`config.mk`:
```
export PLATFORM = sky130hd
export DESIGN_NAME = key_value_table_flat
export DESIGN_NICKNAME = d
export VERILOG_FILES = /design/src/hdl/kvt_pkg.sv /design/src/hdl/kvt_req_if.sv /design/src/hdl/kvt_rsp_if.sv /design/src/hdl/kvt_cell.sv /design/src/hdl/key_value_table.sv /design/src/flat_wrapper.sv
export SDC_FILE = /design/constraint.sdc
export NUM_CORES = 2
export LEC_CHECK = 0
export ABC_AREA = 1
export BUFFER_PORTS_ARGS = -buffer_cell sky130_fd_sc_hd__buf_2
export CAP_MARGIN = 20
export CELL_PAD_IN_SITES_DETAIL_PLACEMENT = 0
export CELL_PAD_IN_SITES_GLOBAL_PLACEMENT = 1
export CORE_MARGIN = 2
export CORE_UTILIZATION = 45
export CTS_CLUSTER_SIZE = 24
export DETAILED_ROUTE_END_ITERATION = 10
export GPL_TIMING_DRIVEN = 0
export HOLD_SLACK_MARGIN = 0.03
export MAX_ROUTING_LAYER = met4
export PLACE_DENSITY_LB_ADDON = 0.1
export SYNTH_ARGS = -nofsm -noshare
export SYNTH_HDL_FRONTEND = slang
export SYNTH_HIERARCHICAL = 1
export SYNTH_SLANG_ARGS = --single-unit
```
`constraint.sdc`:
```
create_clock -name clk_i -period 3.82 [get_ports clk_i]
set_input_delay 0.573 -clock clk_i [delete_from_list [all_inputs] [get_ports clk_i]]
set_output_delay 0.573 -clock clk_i [all_outputs]
set_load 0.01 [all_outputs]
```
`src/hdl/kvt_pkg.sv`:
```
`timescale 1ns / 1ps

package kvt_pkg;

  localparam int RES_W   = 32;
  localparam int ENTRY_W = 5;
  localparam int CFG_W   = 32;

  typedef enum logic [1:0] {
    OP_ADD    = 2'd0,
    OP_SEARCH = 2'd1,
    OP_REMOVE = 2'd2
  } kvt_op_e;

  typedef struct packed {
    logic    vld;
    kvt_op_e op;
    logic    hit;
    logic    free_found;
  } kvt_tag_t;

endpackage

```
`src/hdl/kvt_req_if.sv`:
```
`timescale 1ns / 1ps

interface kvt_req_if #(
  parameter int KEY_WIDTH   = 32,
  parameter int VALUE_WIDTH = 32
);
  logic                          valid;
  logic                          ready;
  logic [1:0]                    op;
  logic signed [KEY_WIDTH-1:0]   key;
  logic signed [VALUE_WIDTH-1:0] value;

  modport source (output valid, output op, output key, output value, input ready);
  modport sink (input valid, input op, input key, input value, output ready);
endinterface

```
`src/hdl/kvt_rsp_if.sv`:
```
`timescale 1ns / 1ps

interface kvt_rsp_if;
  import kvt_pkg::*;

  logic                    valid;
  logic                    ready;
  logic                    found;
  logic signed [RES_W-1:0] result_value;
  logic [ENTRY_W-1:0]      entry_total;
  logic                    refused;

  modport source (output valid, output found, output result_value, output entry_total,
                  output refused, input ready);
  modport sink (input valid, input found, input result_value, input entry_total,
                input refused, output ready);
endinterface

```
`src/hdl/kvt_cell.sv`:
```
`timescale 1ns / 1ps

module kvt_cell #(
  parameter int INDEX       = 0,
  parameter int IDX_W       = 4,
  parameter int KEY_WIDTH   = 32,
  parameter int VALUE_WIDTH = 32
) (
  input  logic                          clk_i,
  input  logic                          rst_ni,
  input  kvt_pkg::kvt_tag_t             tag_i,
  input  logic signed [KEY_WIDTH-1:0]   key_i,
  input  logic signed [VALUE_WIDTH-1:0] value_i,
  input  logic signed [VALUE_WIDTH-1:0] res_i,
  input  logic [IDX_W-1:0]              free_idx_i,
  input  logic                          ins_we_i,
  input  logic [IDX_W-1:0]              ins_idx_i,
  input  logic signed [KEY_WIDTH-1:0]   ins_key_i,
  input  logic signed [VALUE_WIDTH-1:0] ins_value_i,
  output kvt_pkg::kvt_tag_t             tag_o,
  output logic signed [KEY_WIDTH-1:0]   key_o,
  output logic signed [VALUE_WIDTH-1:0] value_o,
  output logic signed [VALUE_WIDTH-1:0] res_o,
  output logic [IDX_W-1:0]              free_idx_o
);
  import kvt_pkg::*;

  logic                          slot_vld_q, slot_vld_d;
  logic signed [KEY_WIDTH-1:0]   slot_key_q;
  logic signed [VALUE_WIDTH-1:0] slot_value_q;
  kvt_tag_t                      tag_q, tag_d;
  logic signed [KEY_WIDTH-1:0]   key_q;
  logic signed [VALUE_WIDTH-1:0] value_q;
  logic signed [VALUE_WIDTH-1:0] res_q, res_d;
  logic [IDX_W-1:0]              free_idx_q, free_idx_d;
  logic                          op_ok, match, is_free, ins_here;

  always_comb begin
    op_ok    = (tag_i.op == OP_ADD) || (tag_i.op == OP_SEARCH) || (tag_i.op == OP_REMOVE);
    match    = tag_i.vld && op_ok && !tag_i.hit && slot_vld_q && (slot_key_q == key_i);
    is_free  = tag_i.vld && !slot_vld_q && !tag_i.free_found;
    ins_here = ins_we_i && (ins_idx_i == IDX_W'(INDEX));

    tag_d      = tag_i;
    res_d      = res_i;
    free_idx_d = free_idx_i;
    if (match) begin
      tag_d.hit = 1'b1;
      res_d     = slot_value_q;
    end
    if (is_free) begin
      tag_d.free_found = 1'b1;
      free_idx_d       = IDX_W'(INDEX);
    end

    slot_vld_d = slot_vld_q;
    if (match && (tag_i.op == OP_REMOVE)) begin
      slot_vld_d = 1'b0;
    end
    if (ins_here) begin
      slot_vld_d = 1'b1;
    end
  end

  always_ff @(posedge clk_i or negedge rst_ni) begin
    if (!rst_ni) begin
      slot_vld_q <= 1'b0;
      tag_q      <= '0;
    end else begin
      slot_vld_q <= slot_vld_d;
      tag_q      <= tag_d;
    end
  end

  always_ff @(posedge clk_i) begin
    key_q      <= key_i;
    value_q    <= value_i;
    res_q      <= res_d;
    free_idx_q <= free_idx_d;
    if (ins_here) begin
      slot_key_q   <= ins_key_i;
      slot_value_q <= ins_value_i;
    end else if (match && (tag_i.op == OP_ADD)) begin
      slot_value_q <= value_i;
    end
  end

  assign tag_o      = tag_q;
  assign key_o      = key_q;
  assign value_o    = value_q;
  assign res_o      = res_q;
  assign free_idx_o = free_idx_q;

endmodule

```
`src/hdl/key_value_table.sv`:
```
`timescale 1ns / 1ps

// Key-value table of CAPACITY entries with unique keys, organised as a row of
// slot cells. A request beat is passed from cell to cell, one cell per clock;
// each cell compares its key, updates or clears itself and notes the lowest
// free slot. Past the last cell the beat is held until the response register
// is free; then the result is settled, a new key is written into the free slot
// and the response beat is registered. A new request is accepted once the
// previous one has left the cell row and hold register, even while an earlier
// response still waits on rsp_o. The user must see that absent_value is written
// through cfg_we_i / cfg_wdata_i only while the table is idle; no logic here enforces it.
module key_value_table #(
  parameter int CAPACITY    = 16,
  parameter int KEY_WIDTH   = 32,
  parameter int VALUE_WIDTH = 32
) (
  input  logic                               clk_i,
  input  logic                               rst_ni,
  input  logic                               cfg_we_i,
  input  logic signed [kvt_pkg::CFG_W-1:0]   cfg_wdata_i,
  kvt_req_if.sink                            req_i,
  kvt_rsp_if.source                          rsp_o
);
  import kvt_pkg::*;

  localparam int IDX_W = (CAPACITY > 1) ? $clog2(CAPACITY) : 1;
  localparam int CNT_W = $clog2(CAPACITY + 1);

  kvt_tag_t                      tag   [CAPACITY+1];
  logic signed [KEY_WIDTH-1:0]   key   [CAPACITY+1];
  logic signed [VALUE_WIDTH-1:0] value [CAPACITY+1];
  logic signed [VALUE_WIDTH-1:0] res   [CAPACITY+1];
  logic [IDX_W-1:0]              fidx  [CAPACITY+1];

  logic signed [CFG_W-1:0]       absent_q;
  logic                          busy_q, busy_d;
  logic                          hold_vld_q, hold_vld_d;
  kvt_tag_t                      hold_tag_q;
  logic signed [KEY_WIDTH-1:0]   hold_key_q;
  logic signed [VALUE_WIDTH-1:0] hold_value_q;
  logic signed [VALUE_WIDTH-1:0] hold_res_q;
  logic [IDX_W-1:0]              hold_fidx_q;
  logic [CNT_W-1:0]              count_q, count_d;
  logic                          out_vld_q, out_vld_d;
  logic                          out_found_q, out_found_d;
  logic signed [RES_W-1:0]       out_res_q, out_res_d;
  logic [ENTRY_W-1:0]            out_total_q, out_total_d;
  logic                          out_refused_q, out_refused_d;
  logic                          accept, out_free, commit, ins_we;

  assign req_i.ready = !busy_q && !hold_vld_q;
  assign accept      = req_i.valid && req_i.ready;
  assign out_free    = !out_vld_q || rsp_o.ready;
  assign commit      = hold_vld_q && out_free;

  assign tag[0]   = '{vld: accept, op: kvt_op_e'(req_i.op), hit: 1'b0, free_found: 1'b0};
  assign key[0]   = req_i.key;
  assign value[0] = req_i.value;
  assign res[0]   = '0;
  assign fidx[0]  = '0;

  for (genvar i = 0; i < CAPACITY; i++) begin : g_cell
    kvt_cell #(
      .INDEX      (i),
      .IDX_W      (IDX_W),
      .KEY_WIDTH  (KEY_WIDTH),
      .VALUE_WIDTH(VALUE_WIDTH)
    ) u_cell (
      .clk_i      (clk_i),
      .rst_ni     (rst_ni),
      .tag_i      (tag[i]),
      .key_i      (key[i]),
      .value_i    (value[i]),
      .res_i      (res[i]),
      .free_idx_i (fidx[i]),
      .ins_we_i   (ins_we),
      .ins_idx_i  (hold_fidx_q),
      .ins_key_i  (hold_key_q),
      .ins_value_i(hold_value_q),
      .tag_o      (tag[i+1]),
      .key_o      (key[i+1]),
      .value_o    (value[i+1]),
      .res_o      (res[i+1]),
      .free_idx_o (fidx[i+1])
    );
  end

  always_comb begin
    busy_d = busy_q;
    if (accept) begin
      busy_d = 1'b1;
    end else if (tag[CAPACITY].vld) begin
      busy_d = 1'b0;
    end

    hold_vld_d = hold_vld_q;
    if (tag[CAPACITY].vld) begin
      hold_vld_d = 1'b1;
    end else if (commit) begin
      hold_vld_d = 1'b0;
    end

    ins_we        = 1'b0;
    count_d       = count_q;
    out_found_d   = out_found_q;
    out_res_d     = out_res_q;
    out_total_d   = out_total_q;
    out_refused_d = out_refused_q;
    out_vld_d     = out_vld_q && !rsp_o.ready;

    if (commit) begin
      out_vld_d     = 1'b1;
      out_found_d   = hold_tag_q.hit;
      out_refused_d = 1'b0;
      out_res_d     = hold_tag_q.hit ? RES_W'($unsigned(hold_res_q)) : absent_q;
      case (hold_tag_q.op)
        OP_ADD: begin
          if (!hold_tag_q.hit) begin
            if (hold_tag_q.free_found) begin
              ins_we  = 1'b1;
              count_d = count_q + CNT_W'(1);
            end else begin
              out_refused_d = 1'b1;
            end
          end
        end
        OP_REMOVE: begin
          if (hold_tag_q.hit && (count_q != '0)) begin
            count_d = count_q - CNT_W'(1);
          end
        end
        default: begin
        end
      endcase
      out_total_d = ENTRY_W'(count_d);
    end
  end

  always_ff @(posedge clk_i or negedge rst_ni) begin
    if (!rst_ni) begin
      absent_q   <= '0;
      busy_q     <= 1'b0;
      hold_vld_q <= 1'b0;
      count_q    <= '0;
      out_vld_q  <= 1'b0;
    end else begin
      if (cfg_we_i) begin
        absent_q <= cfg_wdata_i;
      end
      busy_q     <= busy_d;
      hold_vld_q <= hold_vld_d;
      count_q    <= count_d;
      out_vld_q  <= out_vld_d;
    end
  end

  always_ff @(posedge clk_i) begin
    if (tag[CAPACITY].vld) begin
      hold_tag_q   <= tag[CAPACITY];
      hold_key_q   <= key[CAPACITY];
      hold_value_q <= value[CAPACITY];
      hold_res_q   <= res[CAPACITY];
      hold_fidx_q  <= fidx[CAPACITY];
    end
    out_found_q   <= out_found_d;
    out_res_q     <= out_res_d;
    out_total_q   <= out_total_d;
    out_refused_q <= out_refused_d;
  end

  assign rsp_o.valid        = out_vld_q;
  assign rsp_o.found        = out_found_q;
  assign rsp_o.result_value = out_res_q;
  assign rsp_o.entry_total  = out_total_q;
  assign rsp_o.refused      = out_refused_q;

endmodule

```
`src/flat_wrapper.sv`:
```
// flat-port wrapper written by rule: the top's interface ports become plain ports
module key_value_table_flat import kvt_pkg::*;
#(
  parameter int CAPACITY    = 16,
  parameter int KEY_WIDTH   = 32,
  parameter int VALUE_WIDTH = 32
)
  (clk_i, rst_ni, cfg_we_i, cfg_wdata_i, req_i_valid, req_i_op, req_i_key, req_i_value, req_i_ready, rsp_o_valid, rsp_o_found, rsp_o_result_value, rsp_o_entry_total, rsp_o_refused, rsp_o_ready);
  kvt_req_if #(.KEY_WIDTH(KEY_WIDTH), .VALUE_WIDTH(VALUE_WIDTH)) req_i_i ();
  kvt_rsp_if rsp_o_i ();
  input  logic clk_i;
  input  logic rst_ni;
  input  logic cfg_we_i;
  input  logic signed [kvt_pkg::CFG_W-1:0] cfg_wdata_i;
  input wire logic [$bits(req_i_i.valid)-1:0] req_i_valid;
  input wire logic [$bits(req_i_i.op)-1:0] req_i_op;
  input wire logic [$bits(req_i_i.key)-1:0] req_i_key;
  input wire logic [$bits(req_i_i.value)-1:0] req_i_value;
  output wire logic [$bits(req_i_i.ready)-1:0] req_i_ready;
  output wire logic [$bits(rsp_o_i.valid)-1:0] rsp_o_valid;
  output wire logic [$bits(rsp_o_i.found)-1:0] rsp_o_found;
  output wire logic [$bits(rsp_o_i.result_value)-1:0] rsp_o_result_value;
  output wire logic [$bits(rsp_o_i.entry_total)-1:0] rsp_o_entry_total;
  output wire logic [$bits(rsp_o_i.refused)-1:0] rsp_o_refused;
  input wire logic [$bits(rsp_o_i.ready)-1:0] rsp_o_ready;
  assign req_i_i.valid = req_i_valid;
  assign req_i_i.op = req_i_op;
  assign req_i_i.key = req_i_key;
  assign req_i_i.value = req_i_value;
  assign req_i_ready = req_i_i.ready;
  assign rsp_o_valid = rsp_o_i.valid;
  assign rsp_o_found = rsp_o_i.found;
  assign rsp_o_result_value = rsp_o_i.result_value;
  assign rsp_o_entry_total = rsp_o_i.entry_total;
  assign rsp_o_refused = rsp_o_i.refused;
  assign rsp_o_i.ready = rsp_o_ready;
  key_value_table #(.CAPACITY(CAPACITY), .KEY_WIDTH(KEY_WIDTH), .VALUE_WIDTH(VALUE_WIDTH)) u_core (.clk_i(clk_i), .rst_ni(rst_ni), .cfg_we_i(cfg_we_i), .cfg_wdata_i(cfg_wdata_i), .req_i(req_i_i), .rsp_o(rsp_o_i));
endmodule
```
==> results.md <==
Pwr:
- The share of total power in the clock network is 45.9%.
- The internal power contribution is 51.7 mW.
- The worst IR drop on VDD is 0.419 mV.
- The power share of the combinational group is 2.2%.
- The power per cell area is 552 nW/µm².
- The sequential cell fraction of total power is 51.9%.
- The switching part of the total is 20.2%.
- For this design the static power due to leakage is 53.3 nW.
- In this run the power spent charging and discharging nets is 13.1 mW.

Worst setup path:
- The worst setup path is launched from a register.
- In this run the critical register-to-register path is captured at u_core/g_cell[0].u_cell/slot_key_q[18]$_DFFE_PP_.
- STA puts the critical path data required time at 4.33 ns.
- The capturing element type of the critical path is a register.
- The slack of the worst reg-to-reg path is 0.30 ns.
- By startpoint and endpoint, the worst setup path is classified as reg2reg.
- The path depth of the worst reg2reg path is 9.
- The startpoint identified for the worst register-to-register timing path is u_core/hold_tag_q[1]$_DFFE_PP_.
- The critical path arrival is 4.03 ns.
- Along the worst path, the maximum fanout reaches 41.

Placed design:
- The HPWL after detailed placement is 177,000 µm.
- The final weighted congestion of routability-driven global placement is 0.878.
- Timing analysis after detailed placement gives a worst setup slack of -0.00622 ns.
- The count of input and output buffers is 142.

Run status:
- The flow ran to the end, and the final reports show no timing, DRC or antenna violations.

Clock tree:
- Once the clock tree was built, the resizer swapped 0 gates to a different size.
- The H-tree generated during clock tree synthesis spans 5 levels.
- In this run the clock root is driven by a sky130_fd_sc_hd__clkbuf_16.
- Counting along the longest clock path gives a buffer depth of 4.
- TritonCTS built the clock tree.
- The clock sink count is 2,903.
- The number of buffers created by CTS is 317.
- After clock tree synthesis, the clock-pin slew on the worst setup and hold paths is 0.06 ns.
- Clock latency on the worst-skew pair, taken at its later pin, is 0.91 ns.

Logic synthesis:
- The gate count after technology mapping is 9,828.
- The post-synth design cell area is 100,000 µm².
- During synthesis, Yosys emitted a total of 6 warnings.
- The post-synthesis sequential area ratio is 70.2%.
- The number of enable-type register cells in the synthesized netlist is 1,167.
- The most instantiated flip-flop cell in the synthesis netlist is sky130_fd_sc_hd__dfxtp_1.
- Counting flops and latches in the post-synthesis netlist gives 2,903.
- The mean area per synthesized cell is 10.2 µm².
- The proportion of register bits with asynchronous set or reset after synthesis is 4.68%.
- The netlist uses 43 different library cells.

GRT:
- Global routing used 20.8% of the available tracks across all layers.
- Entering global routing, the biggest net connects 96 pins.
- met2 is the most crowded layer.
- The via count of the first global-routing pass was 61,000.
- The total overflow left after global routing is 0.
- The met3 demand-to-capacity share in global routing is 2.60%.
- The number of antenna violations at the first check in global routing is 6.
- The global routing usage on met2 is 34.6%.
- For met1 alone, demand over resource in global routing was 26.4%.
- The first global-routing pass estimated 353,000 µm of wire.

Floorplanning:
- The number of I/O pins is 144.
- The die is 476 µm wide.
- The placeable core region is 222,000 µm².
- The initial utilization of the core area, before any placement, comes to 45.2%.
- The floorplan step defined a die boundary enclosing 227,000 µm².
- The number of cell rows is 173.
- The chip height is 476 µm.

Timing:
- The post-route clock period utilization is 92.1%.
- The final-report hold violation count is 0.
- For this run, the top clock speed supported by timing is 284 MHz.
- The total negative slack for setup checks is 0 ns.
- Setup repair after global routing left no endpoint under its margin.
- The setup slack of the critical path after layout is 0.304 ns.
- Clock skew on the completed layout was measured at 0.0423 ns.
- The total count of max-transition violations in the final report came to 0.
- At the pin with the least slew margin, the transition time is 1.15 ns.
- Subtracting the final worst setup slack from the clock period gives 3.52 ns.
- Headroom to the max-slew limit came out at 23.2%.
- Setup violations remaining at the end of the flow were counted as 0.

Finish:
- The most frequent standard cell in the layout excluding fill and tap cells is sky130_fd_sc_hd__nand2_1.
- The ratio of cells with drive above 1 in the final layout is 9.47%.
- The top cell types in the final layout, fill and taps aside, are sky130_fd_sc_hd__nand2_1, sky130_fd_sc_hd__dfxtp_1, sky130_fd_sc_hd__edfxtp_1.
- The final-stage net count is 10,600.
- Relative to the synthesized area, the layout overhead comes to 16.9%.

Drt:
- In this run the remaining antenna-violating nets after routing total 0.
- The wire length after detailed routing is 230,000 µm.
- The number of remaining DRC errors is 0.
- The count of TritonRoute iterations in the first routing pass is 6.
- The detail-routed via count per cell is 4.47.
- The routed layout has 61,200 vias.
- The routed length per instance is 16.8 µm.
- The first routing iteration left 3,750 violations.

Hold path:
- The tightest min-delay check is of the in2async type.

Run:
- Max-cap violations in this run came to 0.
[worst max-delay path, cell delays in order (launching register included)]
cell,delay [ns]
sky130_fd_sc_hd__edfxtp_1,0.48
sky130_fd_sc_hd__inv_1,0.11
sky130_fd_sc_hd__nand3_1,0.19
sky130_fd_sc_hd__nor2_2,0.23
sky130_fd_sc_hd__buf_16,0.19
sky130_fd_sc_hd__inv_1,0.05
sky130_fd_sc_hd__nor2_1,0.08
sky130_fd_sc_hd__nand3_1,0.47
sky130_fd_sc_hd__inv_1,0.37
sky130_fd_sc_hd__buf_2,0.84
[power by group through the flow]
stage | logic (mW) | registers [mW] | clock network, mW
2_1_floorplan | 0.944 | 34.1 | 0
3_3_place_gp | 1.31 | 34.3 | 0
3_5_place_dp | 1.35 | 34.3 | 0
4_1_cts | 1.44 | 33.7 | 30.5
5_1_grt | 1.66 | 33.7 | 31.8
6_report | 1.41 | 33.7 | 29.7
[cell usage after synthesis (20+ instances only)]
| cell type | number | area share, % |
|---|---|---|
| sky130_fd_sc_hd__buf_2 | 39 | 0.19 |
| sky130_fd_sc_hd__nand2_2 | 23 | 0.14 |
| sky130_fd_sc_hd__nand2_1 | 4033 | 15 |
| sky130_fd_sc_hd__xnor2_1 | 112 | 0.98 |
| sky130_fd_sc_hd__buf_4 | 60 | 0.45 |
| sky130_fd_sc_hd__o21ai_1 | 74 | 0.37 |
| sky130_fd_sc_hd__nor2_2 | 20 | 0.12 |
| sky130_fd_sc_hd__clkbuf_1 | 80 | 0.30 |
| sky130_fd_sc_hd__dfrtp_1 | 136 | 3.4 |
| sky130_fd_sc_hd__nand4_1 | 39 | 0.24 |
| sky130_fd_sc_hd__buf_6 | 78 | 0.88 |
| sky130_fd_sc_hd__nor2_1 | 483 | 1.8 |
| sky130_fd_sc_hd__nor2_4 | 29 | 0.33 |
| sky130_fd_sc_hd__dfxtp_1 | 1600 | 32 |
| sky130_fd_sc_hd__nand3_1 | 623 | 3.1 |
| sky130_fd_sc_hd__edfxtp_1 | 1167 | 35 |
| sky130_fd_sc_hd__inv_1 | 910 | 3.4 |
| sky130_fd_sc_hd__o21ai_0 | 115 | 0.57 |
| sky130_fd_sc_hd__xor2_1 | 30 | 0.26 |
| sky130_fd_sc_hd__inv_2 | 20 | 0.075 |
[per-stage QoR]
stage	instance area [µm²]	cells	util, %	hold slack, ns	power [mW]
after floorplan	100000	9866	-	0.277	35.0
after global placement	105000	13000	47.3	0.338	35.6
after detailed placement	106000	13000	47.8	0.335	35.7
after CTS	117000	13700	52.9	0.122	65.6
after global routing	117000	13700	52.9	0.181	67.2
final	117000	13700	52.9	0.182	64.8
[registers in the layout (all words and copies together) (netlist names)]
signal and cells:
u_core/absent_q 32, u_core/busy_q 1, u_core/g_cell.u_cell/slot_vld_q 16, u_core/hold_res_q 32, u_core/hold_tag_q 4, u_core/g_cell.u_cell/key_o 512
u_core/hold_value_q 32, u_core/hold_fidx_q 4, u_core/rsp_o.result_value 32, u_core/g_cell.u_cell/res_o 512, u_core/g_cell.u_cell/slot_value_q 512, u_core/g_cell.u_cell/free_idx_o 64
u_core/rsp_o.found 1, u_core/rsp_o.refused 1, u_core/rsp_o.valid 1, u_core/hold_vld_q 1, u_core/count_q 5, u_core/g_cell.u_cell/tag_o 80
u_core/g_cell.u_cell/slot_key_q 512, u_core/g_cell.u_cell/value_o 512, u_core/rsp_o.entry_total 5, u_core/hold_key_q 32
[per-layer routing]
metal  share of wire [%]  vias to the layer above
met4                 3.4                        0
met3                 3.7                      443
met2                  48                     1232
met1                  45                    27400
met5                   0                        -
li1                    -                    32100
[cell families after synthesis]
group	Yosys count	synth area share [%]
compound gates	209	1.08
other cells	1	0.00374
flops	2903	70.2
simple gates	5374	22.1
fa+ha+maj	2	0.0249
xor+xnor	142	1.24
buf+inv	1197	5.33
[worst max-delay path by stage]
| stage | from | end | slack, ns |
|---|---|---|---|
| detailed placement | rsp_o_ready | u_core/g_cell[0].u_cell/slot_key_q[4]$_DFFE_PP_ | -0.006 |
| global placement | rsp_o_ready | u_core/g_cell[15].u_cell/slot_value_q[6]$_DFFE_PP_ | -2.05 |
| finish | u_core/hold_tag_q[1]$_DFFE_PP_ | u_core/g_cell[0].u_cell/slot_key_q[18]$_DFFE_PP_ | 0.30 |
| CTS | u_core/rsp_o.valid$_DFF_PN0_ | u_core/g_cell[0].u_cell/slot_key_q[18]$_DFFE_PP_ | 0.29 |
| global route | u_core/hold_tag_q[1]$_DFFE_PP_ | u_core/g_cell[0].u_cell/slot_key_q[7]$_DFFE_PP_ | 0.03 |
| floorplan | rsp_o_ready | u_core/g_cell[15].u_cell/slot_value_q[0]$_DFFE_PP_ | 0.02 |
[final cells by class]
class,instances,area [µm²]
Multi-Input combinational cell,5766,24900
Buffer,261,1850
Tap cell,2975,3720
Timing Repair Buffer,284,2610
Fill cell,19600,105000
Inverter,936,3510
Clock buffer,455,9140
Antenna cell,6,15.0
Clock inverter,108,1110
Sequential cell,2903,70500
[timing repair]
action / CTS / global route
buffers inserted: 0 / 0
hold endpoints to repair: 186 / 0
hold buffers: 104 / 0
Note: power is estimated with default switching activity, not from simulation.
